[config.mk]
export PLATFORM = sky130hd
export DESIGN_NAME = resp_reply_stream_parser
export DESIGN_NICKNAME = d
export VERILOG_FILES = /design/src/hw/rtl/rrsp_pkg.sv /design/src/hw/rtl/rrsp_core.sv /design/src/hw/rtl/rrsp_out_fifo.sv /design/src/hw/rtl/resp_reply_stream_parser.sv
export SDC_FILE = /design/constraint.sdc
export NUM_CORES = 1
export LEC_CHECK = 0
export ABC_CLOCK_PERIOD_IN_PS = 10200
export BUFFER_PORTS_ARGS = -buffer_cell sky130_fd_sc_hd__buf_2
export CAP_MARGIN = 10
export CORE_MARGIN = 3
export CORE_UTILIZATION = 35
export DETAILED_ROUTE_END_ITERATION = 8
export PLACE_DENSITY_LB_ADDON = 0.25
export SYNTH_ARGS = -nofsm -noshare
export SYNTH_HDL_FRONTEND = slang
export SYNTH_SLANG_ARGS = --single-unit
[constraint.sdc]
create_clock -name clk -period 10.2 [get_ports clk]
set_clock_uncertainty 0.15 [all_clocks]
set_input_delay 1.02 -clock clk [delete_from_list [all_inputs] [get_ports clk]]
set_output_delay 1.02 -clock clk [all_outputs]
set_load 0.05 [all_outputs]
[src/hw/rtl/rrsp_pkg.sv]
`timescale 1ns / 1ps
// ----------------------------------------------------------------------------
// rrsp_pkg: shared types and constants of the RESP2 reply stream parser.
// Event, kind and error codes, the result record and the queue sizing.
// ----------------------------------------------------------------------------
package rrsp_pkg;

    // Deepest array nesting that the count stack holds.
    localparam int MAX_DEPTH = 4;
    localparam int SP_W      = $clog2(MAX_DEPTH + 1);

    // Output queue: a byte yields at most two results.
    localparam int FIFO_DEPTH = 4;
    localparam int FIFO_AW    = $clog2(FIFO_DEPTH);
    localparam int FIFO_CW    = $clog2(FIFO_DEPTH + 1);

    localparam logic [7:0] CH_PLUS  = 8'h2B;
    localparam logic [7:0] CH_MINUS = 8'h2D;
    localparam logic [7:0] CH_COLON = 8'h3A;
    localparam logic [7:0] CH_DOLLAR = 8'h24;
    localparam logic [7:0] CH_STAR  = 8'h2A;
    localparam logic [7:0] CH_CR    = 8'h0D;
    localparam logic [7:0] CH_LF    = 8'h0A;
    localparam logic [7:0] CH_ZERO  = 8'h30;
    localparam logic [7:0] CH_NINE  = 8'h39;

    localparam logic [31:0] LEN_NULL = 32'hFFFF_FFFF;

    typedef enum logic [2:0] {
        EV_START   = 3'd0,
        EV_LENGTH  = 3'd1,
        EV_PAYLOAD = 3'd2,
        EV_END     = 3'd3,
        EV_NULL    = 3'd4,
        EV_ERROR   = 3'd5
    } event_t;

    typedef enum logic [2:0] {
        K_SIMPLE  = 3'd0,
        K_ERROR   = 3'd1,
        K_INTEGER = 3'd2,
        K_BULK    = 3'd3,
        K_ARRAY   = 3'd4,
        K_UNKNOWN = 3'd5
    } kind_t;

    typedef enum logic [1:0] {
        ERR_NONE     = 2'd0,
        ERR_DIGIT    = 2'd1,
        ERR_OVERFLOW = 2'd2,
        ERR_DEPTH    = 2'd3
    } err_t;

    typedef struct packed {
        event_t      ev;
        kind_t       kind;
        logic [7:0]  data;
        logic [31:0] len;
        logic [2:0]  nest;
        logic [2:0]  closed;
        logic        done;
        err_t        err;
    } res_t;

    // Results of one byte: up to two records, in order.
    typedef struct packed {
        logic [1:0] cnt;
        res_t       r0;
        res_t       r1;
    } step_t;

    typedef struct packed {
        logic [FIFO_CW-1:0] count;
        logic               not_empty;
        logic               room2;
    } fifo_stat_t;

    function automatic res_t mk_res(
        input event_t      ev,
        input kind_t       kind,
        input logic [7:0]  data,
        input logic [31:0] len,
        input logic [2:0]  nest,
        input logic [2:0]  closed,
        input logic        done,
        input err_t        err
    );
        res_t r;
        r.ev     = ev;
        r.kind   = kind;
        r.data   = data;
        r.len    = len;
        r.nest   = nest;
        r.closed = closed;
        r.done   = done;
        r.err    = err;
        return r;
    endfunction

endpackage

[src/hw/rtl/rrsp_core.sv]
`timescale 1ns / 1ps
// ----------------------------------------------------------------------------
// rrsp_core: parser state and array count stack.
// Takes one byte per accepted item, updates the state registers on acceptance and
// presents the zero, one or two result records that the byte causes.
// ----------------------------------------------------------------------------
module rrsp_core (
    input  logic                clk,
    input  logic                rst_n,
    input  logic                fire,
    input  logic [7:0]          rx_byte,
    output rrsp_pkg::step_t     step
);

    typedef enum logic [2:0] {
        PH_TYPE,
        PH_LINE,
        PH_LEN_EMPTY,
        PH_LEN_DIGITS,
        PH_BULK,
        PH_TRAIL1,
        PH_TRAIL2
    } phase_t;

    localparam int SP_W = rrsp_pkg::SP_W;
    localparam int MD   = rrsp_pkg::MAX_DEPTH;

    phase_t          phase_reg, phase_next;
    rrsp_pkg::kind_t kind_reg, kind_next;
    logic [30:0]     acc_reg, acc_next;
    logic            minus_reg, minus_next;
    logic [30:0]     bulk_reg, bulk_next;
    logic            cr_reg, cr_next;
    logic [SP_W-1:0] sp_reg, sp_next;
    logic [30:0]     stack_reg [MD];

    logic [MD:0]     run;
    logic [MD-1:0]   dec;
    logic [SP_W-1:0] fin_closed;
    logic [SP_W-1:0] fin_sp;
    logic            fin_done;
    logic [SP_W+2:0] nest_ext;
    logic [SP_W+2:0] closed_ext;
    logic [2:0]      nest3;
    logic [2:0]      closed3;

    logic [34:0]     mac;
    logic            is_digit;
    logic            ovf;
    logic            do_finish;
    logic            do_push;
    logic            do_clear;

    // Finishing an element counts down the innermost array; it and each enclosing
    // array in turn close while their count was one. Entries are checked in place.
    always_comb
    begin
        logic in_use;
        logic at_top;
        run        = '0;
        dec        = '0;
        fin_closed = '0;
        for (int i = MD - 1; i >= 0; i--)
        begin
            in_use = SP_W'(i) < sp_reg;
            at_top = (SP_W'(i + 1) >= sp_reg) || run[i + 1];
            run[i] = in_use && (stack_reg[i] == 31'd1) && at_top;
            dec[i] = in_use && (stack_reg[i] != 31'd1) && at_top;
            fin_closed = fin_closed + SP_W'(run[i]);
        end
        fin_sp   = sp_reg - fin_closed;
        fin_done = (fin_sp == '0);
    end

    assign nest_ext   = {3'b000, sp_reg};
    assign closed_ext = {3'b000, fin_closed};
    assign nest3      = nest_ext[2:0];
    assign closed3    = closed_ext[2:0];

    // Decimal accumulate: acc * 10 + digit.
    assign is_digit = (rx_byte >= rrsp_pkg::CH_ZERO) && (rx_byte <= rrsp_pkg::CH_NINE);
    assign mac      = {1'b0, acc_reg, 3'b000} + {3'b000, acc_reg, 1'b0}
                    + {31'd0, rx_byte[3:0]};
    assign ovf      = (mac[34:31] != 4'd0);

    always_comb
    begin
        rrsp_pkg::res_t r_fail;
        rrsp_pkg::res_t r_len;
        phase_next = phase_reg;
        kind_next  = kind_reg;
        acc_next   = acc_reg;
        minus_next = minus_reg;
        bulk_next  = bulk_reg;
        cr_next    = cr_reg;
        sp_next    = sp_reg;
        do_finish  = 1'b0;
        do_push    = 1'b0;
        do_clear   = 1'b0;
        step       = '0;

        r_fail = rrsp_pkg::mk_res(rrsp_pkg::EV_ERROR, kind_reg, 8'd0, 32'd0, nest3,
                                  3'd0, 1'b0, rrsp_pkg::ERR_DIGIT);
        r_len  = rrsp_pkg::mk_res(rrsp_pkg::EV_LENGTH, kind_reg, 8'd0, {1'b0, acc_reg},
                                  nest3, 3'd0, 1'b0, rrsp_pkg::ERR_NONE);

        case (phase_reg)
            PH_LINE:
            begin
                if (cr_reg)
                begin
                    if (rx_byte == rrsp_pkg::CH_LF)
                    begin
                        step.r0 = rrsp_pkg::mk_res(rrsp_pkg::EV_END, kind_reg, 8'd0, 32'd0,
                                                   nest3, closed3, fin_done,
                                                   rrsp_pkg::ERR_NONE);
                        step.cnt  = 2'd1;
                        do_finish = 1'b1;
                    end
                    else
                    begin
                        // A lone CR is payload; a second CR stays pending.
                        step.r0 = rrsp_pkg::mk_res(rrsp_pkg::EV_PAYLOAD, kind_reg,
                                                   rrsp_pkg::CH_CR, 32'd0, nest3, 3'd0,
                                                   1'b0, rrsp_pkg::ERR_NONE);
                        step.cnt = 2'd1;
                        if (rx_byte != rrsp_pkg::CH_CR)
                        begin
                            cr_next = 1'b0;
                            step.r1 = rrsp_pkg::mk_res(rrsp_pkg::EV_PAYLOAD, kind_reg,
                                                       rx_byte, 32'd0, nest3, 3'd0, 1'b0,
                                                       rrsp_pkg::ERR_NONE);
                            step.cnt = 2'd2;
                        end
                    end
                end
                else if (rx_byte == rrsp_pkg::CH_CR)
                begin
                    cr_next = 1'b1;
                end
                else
                begin
                    step.r0 = rrsp_pkg::mk_res(rrsp_pkg::EV_PAYLOAD, kind_reg, rx_byte,
                                               32'd0, nest3, 3'd0, 1'b0,
                                               rrsp_pkg::ERR_NONE);
                    step.cnt = 2'd1;
                end
            end

            PH_LEN_EMPTY, PH_LEN_DIGITS:
            begin
                if (cr_reg)
                begin
                    if ((rx_byte == rrsp_pkg::CH_LF) && (phase_reg == PH_LEN_DIGITS))
                    begin
                        cr_next = 1'b0;
                        if (minus_reg)
                        begin
                            if (acc_reg != 31'd1)
                            begin
                                step.r0  = r_fail;
                                step.cnt = 2'd1;
                                do_clear = 1'b1;
                            end
                            else
                            begin
                                step.r0 = rrsp_pkg::mk_res(rrsp_pkg::EV_NULL, kind_reg,
                                                           8'd0, rrsp_pkg::LEN_NULL,
                                                           nest3, closed3, fin_done,
                                                           rrsp_pkg::ERR_NONE);
                                step.cnt  = 2'd1;
                                do_finish = 1'b1;
                            end
                        end
                        else if (kind_reg == rrsp_pkg::K_BULK)
                        begin
                            step.r0    = r_len;
                            step.cnt   = 2'd1;
                            bulk_next  = acc_reg;
                            phase_next = (acc_reg == 31'd0) ? PH_TRAIL1 : PH_BULK;
                        end
                        else if (acc_reg == 31'd0)
                        begin
                            // Empty array: its length and its end together.
                            step.r0 = r_len;
                            step.r1 = rrsp_pkg::mk_res(rrsp_pkg::EV_END, kind_reg, 8'd0,
                                                       32'd0, nest3, closed3, fin_done,
                                                       rrsp_pkg::ERR_NONE);
                            step.cnt  = 2'd2;
                            do_finish = 1'b1;
                        end
                        else if (sp_reg >= SP_W'(MD))
                        begin
                            step.r0     = r_fail;
                            step.r0.err = rrsp_pkg::ERR_DEPTH;
                            step.cnt    = 2'd1;
                            do_clear    = 1'b1;
                        end
                        else
                        begin
                            step.r0  = r_len;
                            step.cnt = 2'd1;
                            do_push  = 1'b1;
                        end
                    end
                    else
                    begin
                        step.r0  = r_fail;
                        step.cnt = 2'd1;
                        do_clear = 1'b1;
                    end
                end
                else if (is_digit)
                begin
                    if (ovf)
                    begin
                        step.r0     = r_fail;
                        step.r0.err = rrsp_pkg::ERR_OVERFLOW;
                        step.cnt    = 2'd1;
                        do_clear    = 1'b1;
                    end
                    else
                    begin
                        acc_next   = mac[30:0];
                        phase_next = PH_LEN_DIGITS;
                    end
                end
                else if ((rx_byte == rrsp_pkg::CH_MINUS) && (phase_reg == PH_LEN_EMPTY)
                         && !minus_reg)
                begin
                    minus_next = 1'b1;
                end
                else if ((rx_byte == rrsp_pkg::CH_CR) && (phase_reg == PH_LEN_DIGITS))
                begin
                    cr_next = 1'b1;
                end
                else
                begin
                    step.r0  = r_fail;
                    step.cnt = 2'd1;
                    do_clear = 1'b1;
                end
            end

            PH_BULK:
            begin
                step.r0 = rrsp_pkg::mk_res(rrsp_pkg::EV_PAYLOAD, kind_reg, rx_byte, 32'd0,
                                           nest3, 3'd0, 1'b0, rrsp_pkg::ERR_NONE);
                step.cnt  = 2'd1;
                bulk_next = bulk_reg - 31'd1;
                if (bulk_reg == 31'd1)
                begin
                    phase_next = PH_TRAIL1;
                end
            end

            PH_TRAIL1:
            begin
                phase_next = PH_TRAIL2;
            end

            PH_TRAIL2:
            begin
                step.r0 = rrsp_pkg::mk_res(rrsp_pkg::EV_END, kind_reg, 8'd0, 32'd0,
                                           nest3, closed3, fin_done, rrsp_pkg::ERR_NONE);
                step.cnt  = 2'd1;
                do_finish = 1'b1;
            end

            default:
            begin
                acc_next   = '0;
                minus_next = 1'b0;
                cr_next    = 1'b0;
                bulk_next  = '0;
                case (rx_byte)
                    rrsp_pkg::CH_PLUS:
                    begin
                        kind_next  = rrsp_pkg::K_SIMPLE;
                        phase_next = PH_LINE;
                    end
                    rrsp_pkg::CH_MINUS:
                    begin
                        kind_next  = rrsp_pkg::K_ERROR;
                        phase_next = PH_LINE;
                    end
                    rrsp_pkg::CH_COLON:
                    begin
                        kind_next  = rrsp_pkg::K_INTEGER;
                        phase_next = PH_LINE;
                    end
                    rrsp_pkg::CH_DOLLAR:
                    begin
                        kind_next  = rrsp_pkg::K_BULK;
                        phase_next = PH_LEN_EMPTY;
                    end
                    rrsp_pkg::CH_STAR:
                    begin
                        kind_next  = rrsp_pkg::K_ARRAY;
                        phase_next = PH_LEN_EMPTY;
                    end
                    default:
                    begin
                        kind_next = rrsp_pkg::K_UNKNOWN;
                    end
                endcase
                step.r0 = rrsp_pkg::mk_res(rrsp_pkg::EV_START, kind_next, 8'd0, 32'd0,
                                           nest3, 3'd0, 1'b0, rrsp_pkg::ERR_NONE);
                step.cnt = 2'd1;
                // An unknown element ends on its own type byte.
                if (kind_next == rrsp_pkg::K_UNKNOWN)
                begin
                    step.r1 = rrsp_pkg::mk_res(rrsp_pkg::EV_END, kind_next, 8'd0, 32'd0,
                                               nest3, closed3, fin_done,
                                               rrsp_pkg::ERR_NONE);
                    step.cnt  = 2'd2;
                    do_finish = 1'b1;
                end
            end
        endcase

        if (do_finish)
        begin
            sp_next    = fin_sp;
            phase_next = PH_TYPE;
            cr_next    = 1'b0;
        end
        if (do_push)
        begin
            sp_next    = sp_reg + SP_W'(1);
            phase_next = PH_TYPE;
        end
        if (do_clear)
        begin
            phase_next = PH_TYPE;
            kind_next  = rrsp_pkg::K_SIMPLE;
            acc_next   = '0;
            minus_next = 1'b0;
            bulk_next  = '0;
            cr_next    = 1'b0;
            sp_next    = '0;
        end
    end

    always_ff @(posedge clk or negedge rst_n)
    begin
        if (!rst_n)
        begin
            phase_reg <= PH_TYPE;
            kind_reg  <= rrsp_pkg::K_SIMPLE;
            acc_reg   <= '0;
            minus_reg <= 1'b0;
            bulk_reg  <= '0;
            cr_reg    <= 1'b0;
            sp_reg    <= '0;
        end
        else if (fire)
        begin
            phase_reg <= phase_next;
            kind_reg  <= kind_next;
            acc_reg   <= acc_next;
            minus_reg <= minus_next;
            bulk_reg  <= bulk_next;
            cr_reg    <= cr_next;
            sp_reg    <= sp_next;
        end
    end

    // Count stack entries: written on a push, counted down on an element end.
    always_ff @(posedge clk)
    begin
        for (int i = 0; i < MD; i++)
        begin
            if (fire && do_push && (sp_reg == SP_W'(i)))
            begin
                stack_reg[i] <= acc_reg;
            end
            else if (fire && do_finish && dec[i])
            begin
                stack_reg[i] <= stack_reg[i] - 31'd1;
            end
        end
    end

endmodule

[src/hw/rtl/rrsp_out_fifo.sv]
`timescale 1ns / 1ps
// ----------------------------------------------------------------------------
// rrsp_out_fifo: result queue of the parser.
// Takes up to two records per cycle and hands out one per cycle.
// ----------------------------------------------------------------------------
module rrsp_out_fifo (
    input  logic                   clk,
    input  logic                   rst_n,
    input  logic [1:0]             push_cnt,
    input  rrsp_pkg::res_t         push0,
    input  rrsp_pkg::res_t         push1,
    input  logic                   pop,
    output rrsp_pkg::res_t         head,
    output rrsp_pkg::fifo_stat_t   stat
);

    localparam int AW = rrsp_pkg::FIFO_AW;
    localparam int CW = rrsp_pkg::FIFO_CW;

    rrsp_pkg::res_t mem [rrsp_pkg::FIFO_DEPTH];
    logic [AW-1:0]  wr_reg, wr_next;
    logic [AW-1:0]  rd_reg, rd_next;
    logic [CW-1:0]  count_reg, count_next;
    logic [AW-1:0]  wr_p1;

    assign wr_p1      = wr_reg + AW'(1);
    assign wr_next    = wr_reg + AW'(push_cnt);
    assign rd_next    = rd_reg + AW'(pop);
    assign count_next = count_reg + CW'(push_cnt) - CW'(pop);

    assign head           = mem[rd_reg];
    assign stat.count     = count_reg;
    assign stat.not_empty = (count_reg != '0);
    assign stat.room2     = (count_reg <= CW'(rrsp_pkg::FIFO_DEPTH - 2));

    always_ff @(posedge clk or negedge rst_n)
    begin
        if (!rst_n)
        begin
            wr_reg    <= '0;
            rd_reg    <= '0;
            count_reg <= '0;
        end
        else
        begin
            wr_reg    <= wr_next;
            rd_reg    <= rd_next;
            count_reg <= count_next;
        end
    end

    always_ff @(posedge clk)
    begin
        if (push_cnt != 2'd0)
        begin
            mem[wr_reg] <= push0;
        end
        if (push_cnt == 2'd2)
        begin
            mem[wr_p1] <= push1;
        end
    end

endmodule

[src/hw/rtl/resp_reply_stream_parser.sv]
`timescale 1ns / 1ps
// ----------------------------------------------------------------------------
// resp_reply_stream_parser: RESP2 reply stream parser, one byte per item.
// Output: the results of a byte are written into the result queue when it is taken.
// Throughput: one byte per cycle; a byte that yields two results (CR payload,
// empty array, unknown type) is absorbed by a four-entry result queue that
// holds off input while fewer than two entries are free.
// Reset: the parser awaits a type byte, no array is open, the queue is empty.
// ----------------------------------------------------------------------------
module resp_reply_stream_parser (
    input  logic               clk,
    input  logic               rst_n,
    input  logic               in_valid,
    output logic               in_ready,
    input  logic [7:0]         rx_byte,
    output logic               out_valid,
    input  logic               out_ready,
    output logic [2:0]         event_res,
    output logic [2:0]         kind,
    output logic [7:0]         data_byte,
    output logic signed [31:0] length_value,
    output logic [2:0]         nest_level,
    output logic [2:0]         closed_arrays,
    output logic               response_done,
    output logic [1:0]         error_code
);

    logic                 fire;
    logic                 pop;
    logic [1:0]           push_cnt;
    rrsp_pkg::step_t      step;
    rrsp_pkg::res_t       head;
    rrsp_pkg::fifo_stat_t stat;

    // A byte is taken only while the queue has room for both of its possible
    // results, so the parser state never waits on the output side.
    assign in_ready = stat.room2;
    assign fire     = in_valid && in_ready;
    assign push_cnt = fire ? step.cnt : 2'd0;

    // The parser state is the only stage: each byte is decoded against it in
    // the cycle it is accepted and its results go straight into the queue.
    rrsp_core u_core (
        .clk     (clk),
        .rst_n   (rst_n),
        .fire    (fire),
        .rx_byte (rx_byte),
        .step    (step)
    );

    rrsp_out_fifo u_fifo (
        .clk      (clk),
        .rst_n    (rst_n),
        .push_cnt (push_cnt),
        .push0    (step.r0),
        .push1    (step.r1),
        .pop      (pop),
        .head     (head),
        .stat     (stat)
    );

    // The head of the queue is the output item.
    assign out_valid     = stat.not_empty;
    assign pop           = out_valid && out_ready;
    assign event_res     = head.ev;
    assign kind          = head.kind;
    assign data_byte     = head.data;
    assign length_value  = $signed(head.len);
    assign nest_level    = head.nest;
    assign closed_arrays = head.closed;
    assign response_done = head.done;
    assign error_code    = head.err;

    // The queue never holds more entries than it has.
    assert property (@(posedge clk) disable iff (!rst_n)
        stat.count <= rrsp_pkg::FIFO_CW'(rrsp_pkg::FIFO_DEPTH))
        else $error("result queue overfilled");

    // A byte is only taken when both of its results fit.
    assert property (@(posedge clk) disable iff (!rst_n)
        fire |=> stat.count <= rrsp_pkg::FIFO_CW'(rrsp_pkg::FIFO_DEPTH))
        else $error("accepted byte overran the result queue");

    // Error items always carry a reason code.
    assert property (@(posedge clk) disable iff (!rst_n)
        (out_valid && (event_res == rrsp_pkg::EV_ERROR)) |-> (error_code != rrsp_pkg::ERR_NONE))
        else $error("error item without a code");

    // A finished reply closes every array that was open around its last element.
    assert property (@(posedge clk) disable iff (!rst_n)
        (out_valid && response_done) |-> (closed_arrays == nest_level))
        else $error("reply done with arrays still open");

    // Only payload items carry a data byte.
    assert property (@(posedge clk) disable iff (!rst_n)
        (out_valid && (event_res != rrsp_pkg::EV_PAYLOAD)) |-> (data_byte == 8'd0))
        else $error("data byte on a non-payload item");

endmodule
==> Yosys cells after proc, flatten, opt, wreduce, memory -nomap -nowiden <==
Memories as Yosys holds them, arrays and structs flattened.
Cells that the tools add are included.
{ "op_classes": {"addsub": 17, "order_cmp": 12, "n_eq_ne": 50, "mux": 142, "n_bitwise": 4, "n_reduce_logical": 64} }
{ "ops": {"columns": ["op", "count"], "rows": [
  ["$mux 57", 9],
  ["$mux 31", 16],
  ["$mux 55", 7],
  ["$pmux 57 s5", 1],
  ["$mux 56", 3],
  ["$pmux 55 s3", 1],
  ["$mux 54", 3],
  ["$eq 31x1->1 const B", 5],
  ["$ne 31x1->1 const B", 5],
  ["$sub 31x1->31 const B", 5],
  ["$pmux 31 s3", 1],
  ["$reduce_or 31->1", 3],
  ["$mux 1", 71],
  ["$pmux 31 s2", 1],
  ["$mux 53", 1],
  ["$mux 3", 16],
  ["$eq 8x6->1 const B", 5],
  ["$add 34x32->35", 1],
  ["$add 35x4->35", 1],
  ["$logic_and 1x1->1", 33],
  ["$logic_not 31->1", 1],
  ["$ne 3x1->1 const B", 6],
  ["$ne 6x6->1 const B", 3],
  ["$eq 8x4->1 const B", 2],
  ["other kinds (52)", 89]
]} }
{ "totals": {"reg_bits": 80, "mem_bits_rw": 344, "in_bits": 12, "elab_cells": 301, "mem_count": 2} }
{ "mem_list": {"columns": ["name", "words", "word_bits", "read_ports", "rd_ports_with_merged_regs", "write_ports", "line_no", "text"], "rows": [
  ["u_fifo.mem", 4, 55, 1, 0, 2, "rrsp_out_fifo.sv:20", "rrsp_pkg::res_t mem [rrsp_pkg::FIFO_DEPTH];"],
  ["u_core.stack_reg", 4, 31, 4, 0, 1, "rrsp_core.sv:35", "logic [30:0] stack_reg [MD];"]
]} }

==> Logic depth before layout (Yosys ltp) <==
An unclocked memory read counts as a cell.
{ "logic_depth": {"depth_word": 22, "mapped_depth": 21} }

==> Hierarchy <==
From an unflattened synthesis, not the netlist that was laid out.
{ "hier_totals": {"hier_cells": 2361, "area_unflattened_um2": 26569.2} }
{ "modules_own_cells": {"columns": ["module", "instances", "cells_per_inst", "area_each_um2", "seq_area_each_um2"], "rows": [
  ["rrsp_core", 1, 1787, 15109.5, 5550.3],
  ["rrsp_out_fifo", 1, 570, 11434.7, 6781.5],
  ["resp_reply_stream_parser", 1, 4, 25.0, 0.0]
]} }

==> Worst setup path before layout <==
Ideal clock, no wire load.
{ "synth_timing": {"path_type": "input port to flip-flop", "startpoint": "input rx_byte[4]", "endpoint": "memory u_core.stack_reg[3][0], enable pin", "arrival_time_ps": 5257, "t_required_ps": 9584, "setup_slack_ps": 4326, "path_stages": 8, "path_buffers": 1, "cell_sequence": "or4_4 -> or3_1 -> buf_2 -> nor3_4 -> nand2_1 -> nor3_2 -> nand2_1 -> o31ai_1"} }
{ "synth_via": {"elab_chain_len": 16} }
{ "synth_lines": {"columns": ["item", "line_no", "text"], "rows": [
  ["start: declaration", "resp_reply_stream_parser.sv:15", "input logic [7:0] rx_byte,"],
  ["$eq 8x6->1", "rrsp_core.sv:276", "case (rx_byte)"],
  ["$pmux 3 s5", "rrsp_core.sv:276", null],
  ["$mux 3", "rrsp_core.sv:107", "case (phase_reg)"],
  ["$eq 3x3->1", "rrsp_core.sv:311", "if (kind_next == rrsp_pkg::K_UNKNOWN)"],
  ["$mux 1", "rrsp_core.sv:311", null],
  ["$pmux 1 s4", "rrsp_core.sv:107", null],
  ["$logic_and 1x1->1 (2 in series)", "rrsp_core.sv:378", "else if (fire && do_finish && dec[i])"],
  ["$mux 1", "rrsp_core.sv:378", null],
  ["$mux 1", "rrsp_core.sv:374", "if (fire && do_push && (sp_reg == SP_W'(i)))"],
  ["$mux 1 (not written as such)", "rrsp_core.sv:380", "stack_reg[i] <= stack_reg[i] - 31'd1;"],
  ["$or 1x1->1 (no line)", null, null],
  ["$reduce_or 31->1 (no line)", null, null],
  ["$mux 2 (no line) / $mux 1 (equally long branches) (3 in series)", null, null],
  ["end: declaration", "rrsp_core.sv:35", null]
]} }
Several ways; a longest one is shown, not always the timed one. The select of a mux whose other input is x is not followed.

==> impl_metrics.toml <==
[synthesis]
ys_seq_area_frac = 0.453
synth.avg_cell_area_um2 = 10.2
synth_cells = 2374
synth_seq_cells = 424
ys_types = 96
synth_edf_count = 204
synth_area_um2 = 24100
ys_warn_count = 0
async_flop_share = 0.189
synthFlopType = "edfxtp_1"
synth_nets = 2474

[clock_network]
hold_buffers = 0
clock_path_buffers = 3
cts_setup_buffers = 0
clk_pin_slew_ns = 0.06
cts_buffers = 49
cts_root_buf = "clkbuf_16"
cts_resized = 0
insertion_delay_ns = 0.59
cts_tree = "built"
clock-sinks = 424
htree_levels = 2

[pwr]
p_int_w = 0.00351
leakagePower_nw = 10.2
combinationalPowerShare = 0.227
peakVddDrop_v = 0.000272
clkPwrFrac = 0.376
seq_power_share = 0.398
p_switching_w = 0.00167
netSwitchingFraction = 0.323
p_per_area_nw_per_um2 = 192

[critical_path]
critical_path.max_fanout = 36
critPathTopFamily = "compound AO/OA/AOI/OAI gates"
cpMaxStageDelayCell = "nor2_4"
path_cells = "inv_1 > fa_1 > inv_1 > fa_1 > a21o_1 > a221o_1 > a41oi_1 > a21oi_1 > mux2i_1 > o211a_1 > a31oi_2 > a2111oi_4 > nor2_4 > inv_1"
worstPathArrival_ns = 6.13
crit_buf_inv = 3
crit_top_cell = "inv_1"
cpPeakStageDelay_ns = 0.84
path_class = "flop to flop"
cp-start-kind = "flop"
cp-end-kind = "flop"
cp.required_ns = 10.20

[route]
drt_first_pass_iters = 5
drc = 0
drt_wl_total_um = 74400
vias_per_cell = 5.85
ant_nets = 0
vias = 19300
drt_iter0_markers = 1689
routedWlPerCell_um = 22.6

[global_routing]
grt-ovfl-total = 0
grt_start_max_net_pins = 74
antenna_found_initial = 0
grt_pass1_vias = 18800
use_met2 = 0.337
grtUsageMet1 = 0.277
grt_busiest_layer = "met2"
grtUsageTotal = 0.203
grt_use_met3 = 0.0214
grt_pass1_wl_um = 114000

[placed_design]
dpl_cell_area_um2 = 25200
io_buffers = 68
place_ws_ns = 3.52
place_congestion = 0.910
dpl.hpwl_um = 48800

[floorplan]
core_area_um2 = 67800
fp.dieW_um = 269
initial_core_util = 0.356
ios = 69
fp-row-count = 95
die_area_um2 = 72100
die_h_um = 269

[sta]
min_period_over_period = 0.601
worstMarginPinSlew_ns = 1.25
final.min_clock_period_ns = 6.13
fin_setup_tns_ns = 0
fin_ws_ns = 4.07
fmax_mhz = 163
maxSlewViolCount = 0
final-setup-viol-count = 0
max_slew_margin = 0.158
holdWs_ns = 0.116
rsz0062_at_grt = "false"
finalHoldViolCount = 0

[job]
drv_cap = 0

[final_layout]
area_delta_synth_final_pct = 12.0
stdcell_area_um2 = 27000
nets = 2478
drive_above_1_share = 0.133
insertedDiodeCount = 0
largest_reg_flops = 220

[worst_hold_path]
holdCritPathClass = "input pin to asynchronous set/reset pin"

[outcome]
status = "completed"
[per-layer routing]
metal	routed length [um]	vias up
li1	-	8864
met1	32700	9626
met2	35200	637
met3	4060	124
met4	2540	0
met5	0	-
[area by class of cell]
cell class                 instances  area, um^2
sequential                       424       10900
tap                              873        1090
multi-input combinational       1741       12400
timing repair buffer             104         613
clock inverter                    23         329
clock buffer                      66        1460
fill                            6594       40700
inverter                          58         218
[worst paths after layout]
check | from | slack, ns | cells after the start | endpoint
max in group asynchronous | rst_n | 8.51 | 2 | u_core.acc_reg[16]$_DFFE_PN0P_
worst min-delay path | rst_n | 0.12 | 1 | u_fifo.rd_reg[0]$_DFF_PN0_
min in group clk | u_fifo.mem[1][13]$_SDFFE_PP0N_ | 0.31 | 1 | u_fifo.mem[1][13]$_SDFFE_PP0N_
worst max-delay path | u_core.acc_reg[0]$_DFFE_PN0P_ | 4.07 | 14 | u_fifo.mem[0][6]$_DFFE_PP_
worst min register to register | u_fifo.mem[1][13]$_SDFFE_PP0N_ | 0.31 | 1 | u_fifo.mem[1][13]$_SDFFE_PP0N_
worst max register to register | u_core.acc_reg[0]$_DFFE_PN0P_ | 4.07 | 14 | u_fifo.mem[0][6]$_DFFE_PP_
[cell usage after synthesis, types with 54 or more instances]
cell type  instances  share of area
a21oi_1          135          0.028
clkbuf_1          98          0.015
nor2_1           221          0.034
inv_1             57         0.0089
edfxtp_1         204           0.25
xor2_1            54          0.020
dfrtp_1           80          0.083
o21ai_0          133          0.028
xnor2_1          102          0.037
nor3_1            70          0.015
dfxtp_1          140           0.12
nand2_1          223          0.035
mux4_2            55          0.051
a22o_1           119          0.043
ha_1              83          0.043
[through the flow]
step,utilization,instances,total power (W)
6_report,0.399,3289,0.00519
5_1_grt,0.399,3289,0.00540
4_1_cts,0.399,3289,0.00525
3_5_place_dp,0.373,3200,0.00329
3_3_place_gp,0.373,3200,0.00327
2_1_floorplan,-,2374,0.00295
[layout by cell type (no fill, tap or decap), types with 20 or more instances in the layout]
cell type,Yosys,layout
nand3_1,26,26
buf_4,3,37
o2bb2ai_1,53,53
mux2i_1,22,22
mux4_2,55,55
dfrtp_1,80,78
ha_1,83,82
mux2_2,34,34
a22o_1,119,119
a21oi_1,135,135
nor3_1,70,68
o21ai_1,21,21
nor4_1,43,43
edfxtp_1,204,204
o22ai_1,23,23
inv_1,57,57
clkbuf_16,0,53
o21ai_0,133,132
or3_1,32,32
dfxtp_1,140,140
nand2_1,223,223
xor2_1,54,54
nor2_1,221,221
xnor2_1,102,102
or4_1,20,20
buf_2,26,67
[kinds of logic (layout without fill, tap and decap cells)]
| kind of cell | Yosys count | after routing | share of synthesized area |
|---|---|---|---|
| AOI/OAI and AO/OA | 620 | 620 | 0.176 |
| xor gates and xnor gates | 156 | 156 | 0.0566 |
| adders and majority gates | 88 | 88 | 0.0472 |
| buffers and inverters | 209 | 251 | 0.0350 |
| DFF | 424 | 424 | 0.453 |
| muxes | 118 | 118 | 0.0803 |
| and+or+nand+nor | 759 | 759 | 0.152 |
[power by group through the flow]
stage / Combinational, W / Clock, W / Sequential [W]
4_1_cts: 0.00119 / 0.00199 / 0.00206
3_5_place_dp: 0.00119 / 0 / 0.00210
2_1_floorplan: 0.000925 / 0 / 0.00203
5_1_grt: 0.00127 / 0.00206 / 0.00208
6_report: 0.00118 / 0.00195 / 0.00206
3_3_place_gp: 0.00118 / 0 / 0.00209
(Power assumes the default switching activity.)
